`src/bfh_pkg.sv`:
```
// Shared types and constants for the back/forward history stacks.
// No dependencies.
package bfh_pkg;

  localparam int unsigned HistoryDepthDef = 128;
  localparam int unsigned PageBitsDef     = 16;

  localparam int unsigned KindW   = 2;
  localparam int unsigned PageIdW = 16;
  localparam int unsigned StatusW = 2;
  localparam int unsigned DepthW  = 8;

  localparam logic [KindW-1:0] KIND_VISIT   = 2'd0;
  localparam logic [KindW-1:0] KIND_BACK    = 2'd1;
  localparam logic [KindW-1:0] KIND_FORWARD = 2'd2;

  typedef enum logic [StatusW-1:0] {
    ST_OK    = 2'd0,
    ST_EMPTY = 2'd1,
    ST_FULL  = 2'd2
  } status_e;

  typedef enum logic {
    S_IDLE,
    S_RESOLVE
  } state_e;

endpackage

```
`src/bfh_ram.sv`:
```
// Generic single-write, single-read RAM with registered read data.
// No dependencies.
module bfh_ram #(
  parameter int unsigned Width = 16,
  parameter int unsigned Depth = 128,
  localparam int unsigned AddrW = $clog2(Depth)
) (
  input  logic             clk_i,
  input  logic             we_i,
  input  logic [AddrW-1:0] waddr_i,
  input  logic [Width-1:0] wdata_i,
  input  logic             re_i,
  input  logic [AddrW-1:0] raddr_i,
  output logic [Width-1:0] rdata_o
);

  logic [Width-1:0] mem_q [Depth];
  logic [Width-1:0] rdata_q;

  always_ff @(posedge clk_i) begin
    if (we_i) begin
      mem_q[waddr_i] <= wdata_i;
    end
    if (re_i) begin
      rdata_q <= mem_q[raddr_i];
    end
  end

  assign rdata_o = rdata_q;

endmodule

```
`src/back_forward_history_stacks.sv`:
```
// Back/forward history: two stack RAMs, current-entry register and result register.
// Depends on bfh_pkg and bfh_ram.
//
// Each command beat has an accept cycle and a resolve state: in the accept cycle the
// top of the stack to be popped is read from its RAM; in the resolve state the read
// data is used, the push is written back and the result is loaded into the output
// register. The stack RAMs have registered read data, so no new command is accepted
// until the previous one is resolved. A new command is accepted while the previous
// result still waits in the output register; it then holds in the resolve cycle
// until the output register frees. No clearing pass is needed after reset.
module back_forward_history_stacks
  import bfh_pkg::*;
#(
  parameter int unsigned HistoryDepth = HistoryDepthDef,
  parameter int unsigned PageBits     = PageBitsDef
) (
  input  logic               clk_i,
  input  logic               rst_ni,
  input  logic               in_valid_i,
  output logic               in_ready_o,
  input  logic [KindW-1:0]   kind_i,
  input  logic [PageIdW-1:0] page_id_i,
  output logic               out_valid_o,
  input  logic               out_ready_i,
  output logic [PageIdW-1:0] current_page_o,
  output logic [StatusW-1:0] status_o,
  output logic [DepthW-1:0]  back_depth_o,
  output logic [DepthW-1:0]  forward_depth_o
);

  localparam int unsigned AddrW = $clog2(HistoryDepth);
  localparam int unsigned CntW  = $clog2(HistoryDepth + 1);
  localparam logic [CntW-1:0] CntFull = CntW'(HistoryDepth);
  localparam logic [CntW-1:0] CntOne  = CntW'(1);

  state_e state_q, state_d;

  logic [CntW-1:0]     back_cnt_q, back_cnt_d;
  logic [CntW-1:0]     fwd_cnt_q, fwd_cnt_d;
  logic [PageBits-1:0] cur_q, cur_d;

  logic [KindW-1:0]    cmd_kind_q;
  logic [PageBits-1:0] cmd_page_q;
  logic                pop_ok_q;

  logic                out_valid_q;
  logic [PageIdW-1:0]  out_page_q;
  status_e             out_status_q;
  logic [DepthW-1:0]   out_back_q, out_fwd_q;

  logic in_fire, out_free, resolve;
  logic back_re, fwd_re;
  logic [PageBits-1:0] back_rdata, fwd_rdata;
  logic back_we, fwd_we;
  logic [AddrW-1:0] back_waddr, fwd_waddr;
  logic [PageBits-1:0] back_wdata, fwd_wdata;
  status_e status_d;

  logic [PageBits+PageIdW-1:0] page_in_ext;
  logic [PageBits+PageIdW-1:0] page_out_ext;
  logic [CntW+DepthW-1:0]      back_ext, fwd_ext;

  assign out_free = !out_valid_q || out_ready_i;
  assign in_ready_o = (state_q == S_IDLE);
  assign in_fire = in_valid_i && in_ready_o;
  assign resolve = (state_q == S_RESOLVE) && out_free;

  // Pop read is issued in the accept cycle.
  assign back_re = in_fire && (kind_i == KIND_BACK) && (back_cnt_q != '0);
  assign fwd_re  = in_fire && (kind_i == KIND_FORWARD) && (fwd_cnt_q != '0);

  bfh_ram #(.Width(PageBits), .Depth(HistoryDepth)) u_back_ram (
    .clk_i   (clk_i),
    .we_i    (back_we),
    .waddr_i (back_waddr),
    .wdata_i (back_wdata),
    .re_i    (back_re),
    .raddr_i (AddrW'(back_cnt_q - CntOne)),
    .rdata_o (back_rdata)
  );

  bfh_ram #(.Width(PageBits), .Depth(HistoryDepth)) u_fwd_ram (
    .clk_i   (clk_i),
    .we_i    (fwd_we),
    .waddr_i (fwd_waddr),
    .wdata_i (fwd_wdata),
    .re_i    (fwd_re),
    .raddr_i (AddrW'(fwd_cnt_q - CntOne)),
    .rdata_o (fwd_rdata)
  );

  // Next state
  always_comb begin
    state_d = state_q;
    unique case (state_q)
      S_IDLE:    if (in_fire) state_d = S_RESOLVE;
      S_RESOLVE: if (out_free) state_d = S_IDLE;
      default:   state_d = S_IDLE;
    endcase
  end

  // Resolve: stack writes, counts, current entry and status
  always_comb begin
    back_cnt_d = back_cnt_q;
    fwd_cnt_d  = fwd_cnt_q;
    cur_d      = cur_q;
    status_d   = ST_OK;
    back_we    = 1'b0;
    fwd_we     = 1'b0;
    back_waddr = back_cnt_q[AddrW-1:0];
    fwd_waddr  = fwd_cnt_q[AddrW-1:0];
    back_wdata = cur_q;
    fwd_wdata  = cur_q;
    if (resolve) begin
      unique case (cmd_kind_q)
        KIND_VISIT: begin
          if (back_cnt_q == CntFull) begin
            status_d = ST_FULL;
          end else begin
            back_we    = 1'b1;
            back_cnt_d = back_cnt_q + CntOne;
          end
          fwd_cnt_d = '0;
          cur_d     = cmd_page_q;
        end
        KIND_BACK: begin
          if (!pop_ok_q) begin
            status_d = ST_EMPTY;
          end else begin
            back_cnt_d = back_cnt_q - CntOne;
            cur_d      = back_rdata;
            if (fwd_cnt_q == CntFull) begin
              status_d = ST_FULL;
            end else begin
              fwd_we    = 1'b1;
              fwd_cnt_d = fwd_cnt_q + CntOne;
            end
          end
        end
        KIND_FORWARD: begin
          if (!pop_ok_q) begin
            status_d = ST_EMPTY;
          end else begin
            fwd_cnt_d = fwd_cnt_q - CntOne;
            cur_d     = fwd_rdata;
            if (back_cnt_q == CntFull) begin
              status_d = ST_FULL;
            end else begin
              back_we    = 1'b1;
              back_cnt_d = back_cnt_q + CntOne;
            end
          end
        end
        default: ;
      endcase
    end
  end

  assign page_in_ext  = {{PageBits{1'b0}}, page_id_i};
  assign page_out_ext = {{PageIdW{1'b0}}, cur_d};
  assign back_ext     = {{DepthW{1'b0}}, back_cnt_d};
  assign fwd_ext      = {{DepthW{1'b0}}, fwd_cnt_d};

  always_ff @(posedge clk_i or negedge rst_ni) begin
    if (!rst_ni) begin
      state_q     <= S_IDLE;
      back_cnt_q  <= '0;
      fwd_cnt_q   <= '0;
      cur_q       <= '0;
      out_valid_q <= 1'b0;
    end else begin
      state_q    <= state_d;
      back_cnt_q <= back_cnt_d;
      fwd_cnt_q  <= fwd_cnt_d;
      cur_q      <= cur_d;
      if (resolve) begin
        out_valid_q <= 1'b1;
      end else if (out_ready_i) begin
        out_valid_q <= 1'b0;
      end
    end
  end

  always_ff @(posedge clk_i) begin
    if (in_fire) begin
      cmd_kind_q <= kind_i;
      cmd_page_q <= page_in_ext[PageBits-1:0];
      pop_ok_q   <= back_re || fwd_re;
    end
    if (resolve) begin
      out_page_q   <= page_out_ext[PageIdW-1:0];
      out_status_q <= status_d;
      out_back_q   <= back_ext[DepthW-1:0];
      out_fwd_q    <= fwd_ext[DepthW-1:0];
    end
  end

  assign out_valid_o     = out_valid_q;
  assign current_page_o  = out_page_q;
  assign status_o        = out_status_q;
  assign back_depth_o    = out_back_q;
  assign forward_depth_o = out_fwd_q;

  a_cnt_bound: assert property (@(posedge clk_i) disable iff (!rst_ni)
    (back_cnt_q <= CntFull) && (fwd_cnt_q <= CntFull))
    else $error("stack count beyond depth");

  a_empty_holds: assert property (@(posedge clk_i) disable iff (!rst_ni)
    (resolve && (status_d == ST_EMPTY)) |=>
      (back_cnt_q == $past(back_cnt_q)) && (fwd_cnt_q == $past(fwd_cnt_q))
      && (cur_q == $past(cur_q)))
    else $error("empty pop changed state");

  a_visit_clears: assert property (@(posedge clk_i) disable iff (!rst_ni)
    (resolve && (cmd_kind_q == KIND_VISIT)) |=> (fwd_cnt_q == '0))
    else $error("visit left forward entries");

  a_read_in_idle: assert property (@(posedge clk_i) disable iff (!rst_ni)
    (back_re || fwd_re) |=> (state_q == S_RESOLVE) && !(back_we && fwd_we))
    else $error("stack read outside accept cycle");

endmodule

```
`config.mk`:
```
export PLATFORM = sky130hd
export DESIGN_NAME = back_forward_history_stacks
export DESIGN_NICKNAME = d
export VERILOG_FILES = /design/src/bfh_pkg.sv /design/src/bfh_ram.sv /design/src/back_forward_history_stacks.sv
export SDC_FILE = /design/constraint.sdc
export NUM_CORES = 2
export LEC_CHECK = 0
export BUFFER_PORTS_ARGS = -buffer_cell sky130_fd_sc_hd__buf_2
export CORE_ASPECT_RATIO = 1.2
export CORE_MARGIN = 1
export CORE_UTILIZATION = 50
export CTS_BUF_LIST = sky130_fd_sc_hd__clkbuf_8
export DETAILED_ROUTE_END_ITERATION = 6
export PLACE_DENSITY_LB_ADDON = 0.1
export SYNTH_ARGS = -nofsm -noshare
export SYNTH_HDL_FRONTEND = slang
export SYNTH_SLANG_ARGS = --single-unit
```
`constraint.sdc`:
```
create_clock -name clk_i -period 4.5 [get_ports clk_i]
set_input_delay 0.225 -clock clk_i [delete_from_list [all_inputs] [get_ports clk_i]]
set_output_delay 0.225 -clock clk_i [all_outputs]
set_load 0.03 [all_outputs]
```
==> results.md <==
* Outcome: finished clean
* Layout cell share with drive strength beyond 1 at 28.1%
* Startpoint types: register
* Count leader, synth: edfxtp_1
* CTS H-tree lvls at 6
* Average wire per standard cell at 32.6 um
* Fin cells at 13,400
* Syn nets at 7,725
* DRT iter0 DRCs at 7,946
* Worst path max stage delay at 0.69 ns
* RSZ-0062 raised after global routing: false
* Max Cap Viol at 0
* Xor-xnor portion of the synthesized cell area at 0.107%
* CTS clk-pin slew, worst paths at 0.07 ns
* Synth Area in Compound Gates at 1.27%
* Hold WS at 0.202 ns
* Main combinational cell family by area after synthesis: multiplexers
* Clock Tree Buf Depth at 4
* Fillers at 24,500
* Crit share post-route at 98.0%
* Pin count of the biggest net entering global routing at 145
* Buf/Inv on CP at 2
* Cells along the critical path: inv_1, ha_4, buf_4, mux4_2, and2_1, a211oi_1, a21oi_1, a32oi_1, nand4_1
* Post-Route WL at 436,000 um
* Worst EP required at 5.36 ns
* Pwr per Cell Area at 705 nW/um^2
* Via density at 6.07
* Minimum clock period at 4.41 ns
* Sequential fraction of the synthesis area at 77.7%
* Row count at 229
* Adder-Cell Fraction of Synth Area at 0.0462%
* Worst R2R Start: back_cnt_q[0]$_DFF_PN0_
* Library cells used by synthesis at 74
* First-pass GRT wire length at 617,000 um
* Max_slew headroom at 18.4%
* Mux share of post-synthesis cell area at 15.4%
* Vias at 81,100
* EDFF count, synth at 4,181
* Final Wtd Congestion at 0.845
* Worst R2R End: u_back_ram.rdata_o[4]$_DFFE_PP_
* Core Area at 324,000 sq um
* CP top delay family: compound AO/OA/AOI/OAI gates
* Fin. Hold Viols at 0
* Mapped Cells at 7,697
* Worst R2R Setup Slack at 0.09 ns
* IO buf count at 57
* Initial antenna violation count at 10
* Setup_tns at 0 ns
* Final Setup Violations at 0
* CP max stage cell: dfrtp_4
* Post-synth top area share at 77.2%
* Slew @ Worst Pin at 1.22 ns
* Placed cell count at 12,200
* Total congestion overflow at 0
* Ranking of synthesized cells by area: edfxtp_1, mux4_2, nand2_1, nand3_1, nor2_1
* Number of buffers created by CTS at 648
* Warnings, synthesis at 0
* Mapped cell area at 163,000 sq um
* Clk root buf: clkbuf_8
* Fin. max-slew vios at 0
* Hpwl dp at 264,000 um
* Max Fanout on Critical Path at 23
* Post-Synth Simple-Gate Area at 4.20%
* DIE WIDTH at 523 um
* Initial Utilization at 50.2%
* Nets at 8,608
* Final Skew at 0.0719 ns
* # clock sinks at 4,215
* Area Overhead vs Synth at 13.0%
* Worst VDD drop at 0.606 mV
* Post-synth top area cell: edfxtp_1
* DR pass1 iterations at 5
* Clock latency on the worst-skew pair at 1.19 ns
* Top Ports at 58
* Crit path DAT at 5.27 ns
* CTS tree: built
* Highest clock rate at 227 MHz
* Post-synth ARST share at 0.807%
* Reg2reg path depth at 9
* Tot GR Track Use at 26.7%
* Top cells by count, synth: edfxtp_1, mux4_2, nand2_1
* Die Ht at 627 um
* DIE AREA at 327,000 sq um
* Ys flop type: edfxtp_1
* Worst min path class: input port to async pin
* Post-route ant nets at 0
* Setup crit end kind: register
* Critical path class: register to register
* Drc violations at 0
* Pleak at 59.5 nW
* Vias in the first global route at 83,500
* FF+latch count, synth at 4,215
* Mean Syn Cell Area at 21.1 sq um
state kept, by name, indices dropped and copies added, names as in the netlist:
name and count:
forward_depth_o 8, status_o 2, pop_ok_q 1, back_depth_o 8, u_fwd_ram.mem_q 2048, fwd_cnt_q 8, u_back_ram.mem_q 2048, back_cnt_q 8
state_q 1, out_valid_o 1, u_fwd_ram.rdata_o 16, current_page_o 16, u_back_ram.rdata_o 16, back_wdata 16, cmd_page_q 16, cmd_kind_q 2
kinds of logic (layout without fill, tap and decap cells):
logic type,after synthesis,count (layout)
fa+ha+maj,6,6
buf+inv,451,1832
simple gates,1548,1548
flops,4215,4215
mux,1171,1171
xor+xnor,19,19
compound gates,287,287
other cells,0,13
worst max-delay path by stage:
stage | startpoint | end | slack, ns | cells after the start
2_1_floorplan | fwd_cnt_q[0]$_DFF_PN0_ | pop_ok_q$_DFFE_PP_ | 0.28 | 12
5_1_grt | back_cnt_q[0]$_DFF_PN0_ | u_back_ram.rdata_o[2]$_DFFE_PP_ | 0.04 | 9
3_3_place_gp | back_cnt_q[0]$_DFF_PN0_ | u_back_ram.rdata_o[14]$_DFFE_PP_ | 0.11 | 8
4_1_cts | back_cnt_q[0]$_DFF_PN0_ | u_back_ram.rdata_o[2]$_DFFE_PP_ | 0.07 | 9
6_report | back_cnt_q[0]$_DFF_PN0_ | u_back_ram.rdata_o[4]$_DFFE_PP_ | 0.09 | 9
3_5_place_dp | back_cnt_q[0]$_DFF_PN0_ | u_back_ram.rdata_o[14]$_DFFE_PP_ | 0.06 | 8
report_power, final:
group	switching (W)	internal (W)	total, W
Clock	0.0147	0.0144	0.0291
Combinational	0.0323	0.0176	0.0499
Sequential	0.00191	0.0486	0.0505
Total	0.0489	0.0806	0.130
what timing repair did:
action | in CTS | in global routing
setup endpoints to repair | 1 | 0
setup buffers | 0 | 0
hold buffers | 42 | 0
gates resized for setup | 1 | 0
endpoints found under the hold margin | 111 | 0
cell type report:
type	instances	area, sq um	share of cell area (%)
antenna	13	32.5	0.0177
clock buffer	670	9220	5.02
clock inverter	478	2380	1.29
tap	4273	5350	2.91
multi-input combinational	3031	34500	18.7
sequential	4215	126000	68.8
timing repair buffer	669	5820	3.17
inverter	15	56.3	0.0306
worst min-delay path, delay by kind of cell:
kind | cells | cell delay [ns]
buffers and inverters | 4 | 1.63
metrics by stage:
stage	utilization (%)	instance area (sq um)	power [W]	setup WS (ns)
finish	56.8	184000	0.130	0.0878
global route	56.8	184000	0.134	0.0445
CTS	56.8	184000	0.131	0.0745
detailed placement	53.0	172000	0.102	0.0641
global placement	53.0	172000	0.102	0.112
floorplan	-	163000	0.0804	0.279
routing by layer:
metal / routed length, um / vias up / track usage [%]
met3: 25200 / 689 / 3.83
met1: 168000 / 43600 / 34.5
met2: 224000 / 3076 / 45.4
li1: - / 33800 / -
met4: 18800 / 2 / 11.0
met5: 13 / - / 0
cell usage in the layout (no fill, tap or decap), types with 16 or more instances in the layout:
cell type      netlist  layout
clkinv_2             0      63
and2_1              22      22
nand2_1            723     723
a32oi_1             70      70
a21oi_1             55      55
buf_12               0      67
inv_1               12     215
a31oi_1             26      25
edfxtp_1          4181    4181
nor2_1             309     309
a211oi_1            18      18
o21ai_0             33      33
dfrtp_1             34      16
dfrtp_4              0      18
clkinv_1             1     160
clkbuf_8             0     670
nand3_1            314     314
mux2i_1            103     103
nand4_1             99      99
dlygate4sd3_1        0      42
buf_4                7     503
buf_2              153      57
mux4_2            1066    1066
clkinvlp_4           0      18
a22oi_1             40      39
No activity file was read; power rests on OpenSTA's default activity.
